`src/hw/rtl/cll_pkg.sv`:
```
// cll_pkg: shared types, constants and character-class functions of the lexer.
// Used by every module of c_like_lexer; no dependencies of its own.
`timescale 1ns / 1ps
package cll_pkg;

  localparam int LINE_COLUMNS   = 4096;
  localparam int COL_W          = $clog2(LINE_COLUMNS);
  localparam int LEN_W          = COL_W + 1;
  localparam int WORD_MATCH_LEN = 8;
  localparam int WB_IW          = $clog2(WORD_MATCH_LEN);
  localparam int WORD_W         = 8 * WORD_MATCH_LEN;
  localparam int MAX_RES        = 4;
  localparam int CNT_W          = $clog2(MAX_RES + 1);
  localparam int RIDX_W         = $clog2(MAX_RES);
  localparam int QDEPTH         = 2;
  localparam int QPTR_W         = $clog2(QDEPTH);
  localparam int QCNT_W         = $clog2(QDEPTH + 1);
  localparam int NWORDS         = 19;

  localparam logic [5:0] KIND_NUM  = 6'd0;
  localparam logic [5:0] KIND_CHAR = 6'd1;
  localparam logic [5:0] KIND_STR  = 6'd2;
  localparam logic [5:0] KIND_ID   = 6'd48;
  localparam logic [5:0] KIND_END  = 6'd61;

  localparam logic [3:0] M_IDLE  = 4'd0;
  localparam logic [3:0] M_INT   = 4'd1;
  localparam logic [3:0] M_FRAC  = 4'd2;
  localparam logic [3:0] M_IDENT = 4'd3;
  localparam logic [3:0] M_STR   = 4'd4;
  localparam logic [3:0] M_Q1    = 4'd5;
  localparam logic [3:0] M_Q2    = 4'd6;
  localparam logic [3:0] M_OP    = 4'd7;

  localparam logic [7:0] CH_NL = 8'h0A;
  localparam logic [7:0] CH_DQ = 8'h22;
  localparam logic [7:0] CH_SQ = 8'h27;

  localparam logic [WORD_W-1:0] WTXT [NWORDS] = '{
    WORD_W'("int"), WORD_W'("float"), WORD_W'("double"), WORD_W'("char"),
    WORD_W'("bool"), WORD_W'("size_t"), WORD_W'("void"), WORD_W'("if"),
    WORD_W'("else"), WORD_W'("for"), WORD_W'("while"), WORD_W'("struct"),
    WORD_W'("break"), WORD_W'("continue"), WORD_W'("const"), WORD_W'("do"),
    WORD_W'("false"), WORD_W'("true"), WORD_W'("return")};
  localparam logic [LEN_W-1:0] WLEN [NWORDS] = '{
    LEN_W'(3), LEN_W'(5), LEN_W'(6), LEN_W'(4), LEN_W'(4), LEN_W'(6), LEN_W'(4),
    LEN_W'(2), LEN_W'(4), LEN_W'(3), LEN_W'(5), LEN_W'(6), LEN_W'(5), LEN_W'(8),
    LEN_W'(5), LEN_W'(2), LEN_W'(5), LEN_W'(4), LEN_W'(6)};
  localparam logic [5:0] WKIND [NWORDS] = '{
    6'd3, 6'd3, 6'd3, 6'd3, 6'd3, 6'd3, 6'd3, 6'd49, 6'd50, 6'd51, 6'd52, 6'd53,
    6'd54, 6'd55, 6'd56, 6'd57, 6'd58, 6'd59, 6'd60};

  typedef struct packed {
    logic [7:0] byte_req;
    logic       end_of_input;
  } in_t;

  typedef struct packed {
    logic [5:0]       token_kind;
    logic [COL_W-1:0] token_column;
    logic [LEN_W-1:0] token_length;
    logic             last_of_run;
  } out_t;

  typedef struct packed {
    logic [5:0]       kind;
    logic [COL_W-1:0] col;
    logic [LEN_W-1:0] len;
  } tok_t;

  // all tokens caused by one input beat
  typedef struct packed {
    logic [CNT_W-1:0]           cnt;
    tok_t [MAX_RES-1:0]         tok;
  } grp_t;

  typedef struct packed {
    logic valid;
    grp_t grp;
  } qrd_t;

  typedef struct packed {
    logic       ok;
    logic [5:0] kind;
  } op_t;

  typedef struct packed {
    logic [3:0]                     mode;
    logic [COL_W-1:0]               sc;
    logic [LEN_W-1:0]               wl;
    logic [7:0]                     h0;
    logic [7:0]                     h1;
    logic [WORD_MATCH_LEN-1:0][7:0] wb;
  } st_t;

  typedef struct packed {
    logic [3:0] mode;
    logic       ev;
    logic [5:0] ek;
  } start_t;

  typedef struct packed {
    logic ev;
    tok_t tok;
  } emit_t;

  function automatic logic is_digit(logic [7:0] c);
    return c >= "0" && c <= "9";
  endfunction

  function automatic logic is_alpha(logic [7:0] c);
    return (c >= "a" && c <= "z") || (c >= "A" && c <= "Z") || c == "_";
  endfunction

  function automatic logic holds(logic [7:0] c);
    return c == "+" || c == "-" || c == "*" || c == "/" || c == "%" || c == "^" ||
           c == "&" || c == "|" || c == "=" || c == "!" || c == ">" || c == "<";
  endfunction

  function automatic op_t one_op(logic [7:0] c);
    op_t r;
    r.ok = 1'b1;
    unique case (c)
      "+": r.kind = 6'd4;   "-": r.kind = 6'd5;   "*": r.kind = 6'd6;
      "/": r.kind = 6'd7;   "%": r.kind = 6'd8;   "=": r.kind = 6'd10;
      ">": r.kind = 6'd21;  "<": r.kind = 6'd22;  "!": r.kind = 6'd25;
      "?": r.kind = 6'd28;  "&": r.kind = 6'd29;  "|": r.kind = 6'd30;
      "^": r.kind = 6'd31;  "~": r.kind = 6'd32;  ".": r.kind = 6'd39;
      default: begin
        r.ok = 1'b0;
        r.kind = KIND_END;
      end
    endcase
    return r;
  endfunction

  function automatic op_t punct(logic [7:0] c);
    op_t r;
    r.ok = 1'b1;
    unique case (c)
      ",": r.kind = 6'd41;  ":": r.kind = 6'd42;  ";": r.kind = 6'd43;
      "(": r.kind = 6'd44;  ")": r.kind = 6'd45;  "{": r.kind = 6'd46;
      "}": r.kind = 6'd47;  "[": r.kind = 6'd37;  "]": r.kind = 6'd38;
      default: begin
        r.ok = 1'b0;
        r.kind = KIND_END;
      end
    endcase
    return r;
  endfunction

  function automatic op_t two_op(logic [7:0] a, logic [7:0] b);
    op_t r;
    r.ok = 1'b0;
    r.kind = KIND_END;
    if (b == "=") begin
      r.ok = 1'b1;
      unique case (a)
        "+": r.kind = 6'd11;  "-": r.kind = 6'd12;  "*": r.kind = 6'd13;
        "/": r.kind = 6'd14;  "%": r.kind = 6'd15;  "&": r.kind = 6'd16;
        "^": r.kind = 6'd17;  "|": r.kind = 6'd18;  "=": r.kind = 6'd19;
        "!": r.kind = 6'd20;  ">": r.kind = 6'd23;  "<": r.kind = 6'd24;
        default: r.ok = 1'b0;
      endcase
    end else if (a == b) begin
      r.ok = 1'b1;
      unique case (a)
        "^": r.kind = 6'd9;   "&": r.kind = 6'd26;  "|": r.kind = 6'd27;
        "<": r.kind = 6'd33;  ">": r.kind = 6'd34;  "+": r.kind = 6'd35;
        "-": r.kind = 6'd36;
        default: r.ok = 1'b0;
      endcase
    end else if (a == "-" && b == ">") begin
      r.ok = 1'b1;
      r.kind = 6'd40;
    end
    return r;
  endfunction

  function automatic logic [COL_W-1:0] next_col(logic [COL_W-1:0] c);
    return (c == COL_W'(LINE_COLUMNS - 1)) ? c : c + 1'b1;
  endfunction

  function automatic logic [LEN_W-1:0] grow(logic [LEN_W-1:0] l);
    return (l < LEN_W'(LINE_COLUMNS)) ? l + 1'b1 : l;
  endfunction

  function automatic tok_t mk(logic [5:0] k, logic [COL_W-1:0] c, logic [LEN_W-1:0] l);
    tok_t t;
    t.kind = k;
    t.col  = c;
    t.len  = l;
    return t;
  endfunction

  function automatic grp_t grp_add(grp_t g, tok_t t);
    grp_t r;
    r = g;
    r.tok[g.cnt[RIDX_W-1:0]] = t;
    r.cnt = g.cnt + 1'b1;
    return r;
  endfunction

  // word buffer packed right-aligned, first character most significant
  function automatic logic [5:0] classify(logic [WORD_MATCH_LEN-1:0][7:0] wb,
                                          logic [LEN_W-1:0] wl);
    logic [WORD_W-1:0] w;
    logic [5:0]        k;
    w = '0;
    k = KIND_ID;
    for (int i = 0; i < WORD_MATCH_LEN; i++)
      if (LEN_W'(i) < wl) w = {w[WORD_W-9:0], wb[i]};
    if (wl <= LEN_W'(WORD_MATCH_LEN))
      for (int j = 0; j < NWORDS; j++)
        if (WLEN[j] == wl && WTXT[j] == w) k = WKIND[j];
    return k;
  endfunction

  function automatic start_t start_f(logic [7:0] c);
    start_t r;
    op_t    o;
    op_t    p;
    o = one_op(c);
    p = punct(c);
    r.mode = M_IDLE;
    r.ev = 1'b0;
    r.ek = KIND_END;
    if (is_digit(c))      r.mode = M_INT;
    else if (c == CH_DQ)  r.mode = M_STR;
    else if (c == CH_SQ)  r.mode = M_Q1;
    else if (is_alpha(c)) r.mode = M_IDENT;
    else if (holds(c))    r.mode = M_OP;
    else if (o.ok) begin
      r.ev = 1'b1;
      r.ek = o.kind;
    end else if (p.ok) begin
      r.ev = 1'b1;
      r.ek = p.kind;
    end else if (c >= 8'd33 && c <= 8'd126) begin
      r.ev = 1'b1;
    end
    return r;
  endfunction

  function automatic st_t apply_start(st_t s, logic [7:0] c, logic [COL_W-1:0] at);
    st_t    r;
    start_t sf;
    r = s;
    sf = start_f(c);
    r.mode = sf.mode;
    r.sc = at;
    r.wl = LEN_W'(1);
    if (is_alpha(c)) r.wb[0] = c;
    if (holds(c)) r.h0 = c;
    return r;
  endfunction

  // pending token of any mode but the second quote state
  function automatic emit_t flush_simple(st_t s);
    emit_t e;
    e.ev = 1'b1;
    e.tok = mk(KIND_NUM, s.sc, s.wl);
    unique case (s.mode)
      M_INT, M_FRAC: e.tok = mk(KIND_NUM, s.sc, s.wl);
      M_IDENT:       e.tok = mk(classify(s.wb, s.wl), s.sc, s.wl);
      M_STR:         e.tok = mk(KIND_STR, s.sc, s.wl);
      M_OP:          e.tok = mk(one_op(s.h0).kind, s.sc, LEN_W'(1));
      M_Q1:          e.tok = mk(KIND_END, s.sc, LEN_W'(1));
      default:       e.ev = 1'b0;
    endcase
    return e;
  endfunction

endpackage

```
`src/hw/rtl/cll_front.sv`:
```
// cll_front: scanner state and per-beat token classification.
// Depends on cll_pkg; pushes at most one token group per beat into cll_queue.
`timescale 1ns / 1ps
module cll_front import cll_pkg::*; (
  input  logic clk,
  input  logic rst_n,
  input  logic acc,
  input  in_t  in_data,
  output logic push,
  output grp_t push_grp
);

  st_t              st_r, st_nxt;
  logic [COL_W-1:0] col_r, col_nxt;

  always_comb begin
    st_t              s;
    logic [COL_W-1:0] colv;
    logic [COL_W-1:0] at;
    logic [7:0]       c;
    grp_t             g;
    start_t           sf;
    emit_t            fl;
    op_t              k;
    logic             do_start;
    s = st_r;
    colv = col_r;
    c = in_data.byte_req;
    g = '0;
    at = '0;
    sf = '0;
    fl = '0;
    k = '0;
    do_start = 1'b0;
    if (in_data.end_of_input || c == CH_NL) begin
      // quote then char: error for the quote, rescan the held char
      if (s.mode == M_Q2) begin
        g = grp_add(g, mk(KIND_END, s.sc, LEN_W'(1)));
        colv = next_col(s.sc);
        sf = start_f(s.h1);
        if (sf.ev) g = grp_add(g, mk(sf.ek, colv, LEN_W'(1)));
        s = apply_start(s, s.h1, colv);
      end
      fl = flush_simple(s);
      if (fl.ev) g = grp_add(g, fl.tok);
      s.mode = M_IDLE;
      if (in_data.end_of_input) begin
        g = grp_add(g, mk(KIND_END, colv, '0));
        s.sc = '0;
        s.wl = '0;
      end
      colv = '0;
    end else begin
      if (s.mode == M_Q2 && c != CH_SQ) begin
        g = grp_add(g, mk(KIND_END, s.sc, LEN_W'(1)));
        at = next_col(s.sc);
        sf = start_f(s.h1);
        if (sf.ev) g = grp_add(g, mk(sf.ek, at, LEN_W'(1)));
        s = apply_start(s, s.h1, at);
      end
      unique case (s.mode)
        M_INT: begin
          if (is_digit(c)) s.wl = grow(s.wl);
          else if (c == ".") begin
            s.wl = grow(s.wl);
            s.mode = M_FRAC;
          end else begin
            g = grp_add(g, mk(KIND_NUM, s.sc, s.wl));
            do_start = 1'b1;
          end
        end
        M_FRAC: begin
          if (is_digit(c)) s.wl = grow(s.wl);
          else begin
            g = grp_add(g, mk(KIND_NUM, s.sc, s.wl));
            do_start = 1'b1;
          end
        end
        M_IDENT: begin
          if (is_alpha(c) || is_digit(c)) begin
            if (s.wl < LEN_W'(WORD_MATCH_LEN)) s.wb[s.wl[WB_IW-1:0]] = c;
            s.wl = grow(s.wl);
          end else begin
            g = grp_add(g, mk(classify(s.wb, s.wl), s.sc, s.wl));
            do_start = 1'b1;
          end
        end
        M_STR: begin
          s.wl = grow(s.wl);
          if (c == CH_DQ) begin
            g = grp_add(g, mk(KIND_STR, s.sc, s.wl));
            s.mode = M_IDLE;
          end
        end
        M_Q1: begin
          s.h1 = c;
          s.wl = grow(s.wl);
          s.mode = M_Q2;
        end
        M_Q2: begin
          s.wl = grow(s.wl);
          g = grp_add(g, mk(KIND_CHAR, s.sc, s.wl));
          s.mode = M_IDLE;
        end
        M_OP: begin
          k = two_op(s.h0, c);
          if (k.ok) begin
            g = grp_add(g, mk(k.kind, s.sc, LEN_W'(2)));
            s.mode = M_IDLE;
          end else begin
            g = grp_add(g, mk(one_op(s.h0).kind, s.sc, LEN_W'(1)));
            do_start = 1'b1;
          end
        end
        default: do_start = 1'b1;
      endcase
      if (do_start) begin
        sf = start_f(c);
        if (sf.ev) g = grp_add(g, mk(sf.ek, colv, LEN_W'(1)));
        s = apply_start(s, c, colv);
      end
      colv = next_col(colv);
    end
    st_nxt = s;
    col_nxt = colv;
    push_grp = g;
    push = acc && (g.cnt != '0);
  end

  always_ff @(posedge clk) begin
    if (!rst_n) begin
      st_r <= '0;
      col_r <= '0;
    end else if (acc) begin
      st_r <= st_nxt;
      col_r <= col_nxt;
    end
  end

endmodule

```
`src/hw/rtl/cll_queue.sv`:
```
// cll_queue: two-entry queue of token groups between scanner and output side.
// Depends on cll_pkg.
`timescale 1ns / 1ps
module cll_queue import cll_pkg::*; (
  input  logic clk,
  input  logic rst_n,
  input  logic push,
  input  grp_t push_grp,
  input  logic pop,
  output logic full,
  output qrd_t head
);

  grp_t              ent_r [QDEPTH];
  logic [QPTR_W-1:0] wp_r, rp_r;
  logic [QCNT_W-1:0] cnt_r;

  assign full = (cnt_r == QCNT_W'(QDEPTH));
  assign head.valid = (cnt_r != '0);
  assign head.grp = ent_r[rp_r];

  always_ff @(posedge clk) begin
    if (push) ent_r[wp_r] <= push_grp;
  end

  always_ff @(posedge clk) begin
    if (!rst_n) begin
      wp_r <= '0;
      rp_r <= '0;
      cnt_r <= '0;
    end else begin
      if (push) wp_r <= wp_r + 1'b1;
      if (pop) rp_r <= rp_r + 1'b1;
      if (push && !pop) cnt_r <= cnt_r + 1'b1;
      else if (pop && !push) cnt_r <= cnt_r - 1'b1;
    end
  end

endmodule

```
`src/hw/rtl/cll_back.sv`:
```
// cll_back: walks the head token group, one token per output beat.
// Depends on cll_pkg; reads the head of cll_queue.
`timescale 1ns / 1ps
module cll_back import cll_pkg::*; (
  input  logic clk,
  input  logic rst_n,
  input  qrd_t head,
  output logic pop,
  output logic out_valid,
  input  logic out_stall,
  output out_t out_data
);

  logic [RIDX_W-1:0] idx_r;
  logic              last;
  tok_t              t;

  assign t = head.grp.tok[idx_r];
  assign last = ({1'b0, idx_r} + 1'b1) == head.grp.cnt;
  assign out_valid = head.valid;
  assign out_data.token_kind = t.kind;
  assign out_data.token_column = t.col;
  assign out_data.token_length = t.len;
  assign out_data.last_of_run = last;
  assign pop = head.valid && !out_stall && last;

  always_ff @(posedge clk) begin
    if (!rst_n) begin
      idx_r <= '0;
    end else if (head.valid && !out_stall) begin
      idx_r <= last ? '0 : idx_r + 1'b1;
    end
  end

endmodule

```
`src/hw/rtl/c_like_lexer.sv`:
```
// c_like_lexer: top level of the streaming C-like tokenizer.
// Depends on cll_pkg, cll_front, cll_queue and cll_back.
`timescale 1ns / 1ps
// One source byte is taken per input beat and the block keeps up with one
// byte per cycle: the scanner in front works out, in the cycle it accepts a
// byte, every token that byte finishes (zero to four) and parks them as one
// group in a two-deep queue. The output side hands out one token per beat,
// so a byte that ends several tokens occupies the output for one beat per
// token; input is stalled only when both queue slots hold groups not yet
// drained. Byte 10 ends a line; end_of_input flushes any pending token and
// adds an end token (kind 61, length 0). last_of_run marks the final token
// of each byte's group. Bytes that finish no token produce no output beat.
module c_like_lexer import cll_pkg::*; (
  input  logic clk,
  input  logic rst_n,
  input  logic in_valid,
  output logic in_stall,
  input  in_t  in_data,
  output logic out_valid,
  input  logic out_stall,
  output out_t out_data
);

  logic acc;
  logic push;
  grp_t push_grp;
  logic pop;
  logic full;
  qrd_t head;

  // input stalls only on a full queue
  assign in_stall = full;
  assign acc = in_valid && !full;

  cll_front u_front (
    .clk      (clk),
    .rst_n    (rst_n),
    .acc      (acc),
    .in_data  (in_data),
    .push     (push),
    .push_grp (push_grp)
  );

  cll_queue u_queue (
    .clk      (clk),
    .rst_n    (rst_n),
    .push     (push),
    .push_grp (push_grp),
    .pop      (pop),
    .full     (full),
    .head     (head)
  );

  cll_back u_back (
    .clk       (clk),
    .rst_n     (rst_n),
    .head      (head),
    .pop       (pop),
    .out_valid (out_valid),
    .out_stall (out_stall),
    .out_data  (out_data)
  );

endmodule
```
`config.mk`:
```
export PLATFORM = sky130hd
export DESIGN_NAME = c_like_lexer
export DESIGN_NICKNAME = d
export VERILOG_FILES = /design/src/hw/rtl/cll_pkg.sv /design/src/hw/rtl/cll_front.sv /design/src/hw/rtl/cll_queue.sv /design/src/hw/rtl/cll_back.sv /design/src/hw/rtl/c_like_lexer.sv
export SDC_FILE = /design/constraint.sdc
export NUM_CORES = 2
export LEC_CHECK = 0
export BUFFER_PORTS_ARGS = -buffer_cell sky130_fd_sc_hd__buf_2
export CAP_MARGIN = 20
export CORE_MARGIN = 2
export CORE_UTILIZATION = 45
export DETAILED_ROUTE_END_ITERATION = 7
export PLACE_DENSITY = 0.75
export SYNTH_ARGS = -nofsm -noshare
export SYNTH_HDL_FRONTEND = slang
export SYNTH_SLANG_ARGS = --single-unit
```
`constraint.sdc`:
```
create_clock -name clk -period 9.6 [get_ports clk]
set_clock_uncertainty 0.15 [all_clocks]
set_input_delay 0.48 -clock clk [delete_from_list [all_inputs] [get_ports clk]]
set_output_delay 0.48 -clock clk [all_outputs]
set_load 0.01 [all_outputs]
```
# == After elaboration in Yosys (flattened, before gate mapping) ==
# Memory sizes are Yosys's and may differ from the RTL's. A register that Yosys moved wholly into a read port is not among the register bits.
# Index checks and enable logic that the tools add are counted.
# Widths: inputs -> output; s select.
# word_totals
ramBits,254
reg_bits,127
wordCells,571
n_memories,1
# classes
eq_ne,156
n_reduce_logical,104
n_lt_le_gt_ge,47
n_mux,231
n_bitwise,1
add_sub_neg,13
# mem_list
memory,words,width,read_ports,rd_clocked_by_memory_dff,write_ports,line_no,text
u_queue.ent_r,2,127,1,1,1,cll_queue.sv:14,grp_t ent_r [QDEPTH];
# op_table
operator,count
$mux 127,16
$bwmux 124,9
$pmux 127 s6,1
$mux 109,6
$eq 31x64->1 const A,10
$eq 39x64->1 const A,10
$mux 64,10
$eq 47x64->1 const A,8
$eq 8x6->1 const B,62
$pmux 6 s15,4
$mux 6,46
$eq 15x64->1 const A,4
$eq 23x64->1 const A,4
$mux 126,2
$demux 31 s2,4
$mux 7,29
$mux 31,6
$eq 8x7->1 const B,22
$eq 63x64->1 const A,2
$mux 124,1
$pmux 31 s4,1
$mux 56,2
$lt 3x13->1 const A,8
$mux 48,2
other kinds (68),283

# == Depth between registers and ports, before layout ==
# logic_depth
ltp_word,74
depth_mapped,24
depth_no_buf,19

# == By module ==
# From an unflattened synthesis, not the netlist that was laid out.
# unflattened
cells_unflattened,3877
area_unflattened_um2,31716.7
# modules_own_cells
mod,cells_per_inst,area_each_um2,n_inst
cll_front,3402,21256.6,1
cll_queue,417,9490.4,1
cll_back,57,955.9,1
c_like_lexer,1,13.8,1

# == Worst setup path after synthesis ==
# No wires, ideal clock.
# synth_path
path_kind,input to register
start,input port in_data[7] in the netlist's numbering
end,"memory u_queue.ent_r[0][0] in the netlist's numbering, enable pin"
stages,17
t_arrival_ps,9445
required_ps,8835
path_slack_ps,-610
n_path_buf,6
cell_sequence,or4b_1 buf_2 o21ai_2 buf_4 buf_2 buf_2 o21a_1 clkbuf_1 o21ai_0 a211oi_1 nor2_1 clkbuf_1 ha_1 mux2_2 o21ai_1 o41ai_4 nor2_1
# synth_rtl
element,line_no,text
from (decl),c_like_lexer.sv:18,"input in_t in_data,"
to (decl),cll_queue.sv:14,

==> out/results.tsv <==
metric	value	unit
Most used DFF post-synth	edfxtp_1	
Pwr per Cell Area	136.6	nW/um^2
status	finished with violations	
root buffer cell	clkbuf_16	
Reg clk slew, reported paths	0.06	ns
CTS Buffer Depth	3	
Starting Density	45.62	%
sequential element share of the synthesized area	33.14	%
critical setup path kind	reg2reg	
relative slew slack	15.03	%
DR pass1 iterations	8	
number of vias per cell	7.349	
Post-Synthesis Cells	3704	
RSZ-0062 raised after global routing	false	
DP Worst Slack	2.352	ns
first-pass GRT wire length	212.2	mm
Reg2Reg Setup Slack	2.19	ns
IO Pins	47	
CP Max Fanout	104	
Iter 0 DRT Violations	5657	
fin crit period	7.408	ns
CP arrival	7.47	ns
Die Y	265.4	um
CTS Sinks	382	
Slew Viols, Final	0	
CP startpoint kind	register	
worst setup margin	2.192	ns
Cell Area, Synth	30750	sq um
Critical Path Max Stage Delay	0.86	ns
PnR Total Power	4.570	mW
commonest non-fill, non-tap cell in the layout	nand2_1	
post_cts resized	0	
CP delay by family, top	compound AO/OA/AOI/OAI gates	
Worst Hold Class	in2reg	
wire per inst	31.89	um
initial antenna violation count	7	
most frequent cells in the layout	nand2_1 (426), nor2_1 (350), a21oi_1 (278), edfxtp_1 (254), o21ai_0 (221)	
via count	33570	
antenna viol nets, final	0	
Clk Latency, worst-skew pair	0.60	ns
final hold violation count	0	
syn avg cell area	8.301	sq um
total grt overflow	0	
fmax	135.0	MHz
number of hold buffers added after CTS	0	
Final #Nets	3686	
Final Setup Violations	0	
Cell variety after synth	125	
crit share post-route	77.17	%
CTS tree	built	
pin count of the biggest net entering global routing	112	
CP cell instances	buf_4 -> nand2b_1 -> o32ai_1 -> a2111oi_4 -> nand2_2 -> o31ai_1 -> nand3_1 -> o211ai_1 -> a211oi_1 -> nor2_1 -> ha_1 -> mux2_2 -> o21ai_1 -> o41ai_4 -> nor2_4 -> buf_12	
crit end category	register	
DRC	1	
num rows	95	
Die Span X	265.4	um
Inserted Clock Buffers	42	
total of max-cap violations	0	
layout cells sized above 1	12.08	%
H-tree levels	2	
vias in the first global route	31190	
maximum vdd drop	0.0001264	V
Yosys reg bits	382	
Tot GR Track Use	40.18	%
CP required	9.66	ns
Worst-Margin Slew	1.266	ns
ys async rst share	0	%
EDFF count, synth	254	
Final GP Congestion	1.089	
Yosys top cell by area	edfxtp_1	
Core ar.	67400	sq um
Routed WL	145.7	mm
Leak	11.05	nW
Util after Layout	49.66	%
die area	70430	sq um
failing checks	DRC	
area share of the largest cell type after synthesis	24.81	%
Post-DP HPWL	104.6	mm
port bufs	46	
Post-CTS Setup Bufs	0	
top cells by area, synth	edfxtp_1 (25%), dfxtp_1 (8.3%), nand2_1 (5.2%), a21oi_1 (4.5%), mux4_2 (4.5%)	
Slowest cell on crit path	o31ai_1	
Layout area overhead	8.851	%
Ys Warns	0	
CP bufs+invs	2	
## synthesized netlist by cell type, types with 31 or more instances
library cell and number:
a21oi_1 279, nand3_1 160, or3_1 34, a31oi_1 52
nand4_1 86, edfxtp_1 254, buf_2 65, inv_1 53
dfxtp_1 128, mux4_2 62, o21ai_1 31, nand2_1 426
clkbuf_1 196, mux2i_1 88, o31ai_1 32, and3_1 47
o211ai_1 55, o21ai_0 222, o22ai_1 40, mux2_2 47
nor2_1 353, and2_1 38, nor3_1 143, a22oi_1 32
a211oi_1 51, nor4_1 68
## layer usage
layer | up-vias | global-route usage (%) | routed length, um | part of all wire [%]
met2 | 2848 | 59.88 | 61440 | 42
met3 | 709 | 10.98 | 18870 | 13
met1 | 15880 | 50.77 | 53490 | 37
met5 | - | 0 | 23 | 0.016
met4 | 4 | 27.29 | 11850 | 8.1
li1 | 14130 | - | - | -
## sequential cells by signal (all words and copies together), names as in the netlist, named ones only
register,flops
u_back.idx_r,2
u_front.col_r,12
u_front.st_r,109
u_queue.cnt_r,2
u_queue.ent_r,254
u_queue.rp_r,1
u_queue.wp_r,1
## cell type report
type,count,area [sq um]
clock inverter,30,435.4
tap,873,1092
fill,6434,33930
antenna,4,10.01
multi-input combinational,3020,19350
timing repair buffer,156,1079
inverter,55,207.7
clock buffer,48,1095
sequential,382,10200
## worst paths after layout
path                          end        startpoint  cells after the start
max          u_queue.ent_r[1][53]  u_front.st_r[64]                     16
min               u_back.idx_r[0]         out_stall                      4
max reg2reg  u_queue.ent_r[1][53]  u_front.st_r[64]                     16
min reg2reg      u_front.st_r[61]  u_front.st_r[61]                      2
## report_power, final
part	switching (mW)	internal, mW	total [mW]	leakage, nW
clock network	0.738	1.05	1.79	0.740
registers	0.0780	1.89	1.97	3.34
logic	0.522	0.290	0.812	6.97
total	1.34	3.23	4.57	11.1
## metrics by stage
step	hold WS [ns]	area, sq um	std cells	TNS (ns)
2_1_floorplan	0.2773	31000	3771	-154.91
3_3_place_gp	0.2872	31850	4476	0
3_5_place_dp	0.2944	31870	4479	0
4_1_cts	0.1905	33400	4557	0
5_1_grt	0.2441	33460	4565	0
6_report	0.2077	33470	4568	0
## logic make-up (layout without fill, tap and decap cells)
kind of cell | count (synthesis) | in the layout | share of synthesized area, %
AO/OA/AOI/OAI | 1127 | 1127 | 24.79
XOR/XNOR | 53 | 53 | 1.510
adder cells (fa/ha/maj) | 16 | 16 | 0.6511
buffers and inverters | 369 | 289 | 5.099
flip-flops | 382 | 382 | 33.14
multiplexers | 200 | 200 | 9.250
other | 1 | 72 | 0.01220
AND/OR/NAND/NOR | 1556 | 1556 | 25.54
## worst reg2reg max path, stage by stage (launching register included)
cell and delay [ns]:
dfxtp_1 0.71, buf_4 0.33, nand2b_1 0.20, o32ai_1 0.15, a2111oi_4 0.48, nand2_2 0.24, o31ai_1 0.86, nand3_1 0.39
o211ai_1 0.31, a211oi_1 0.15, nor2_1 0.80, ha_1 0.37, mux2_2 0.26, o21ai_1 0.28, o41ai_4 0.15, nor2_4 0.60
buf_12 0.48
No activity file was read; power rests on OpenSTA's default activity.
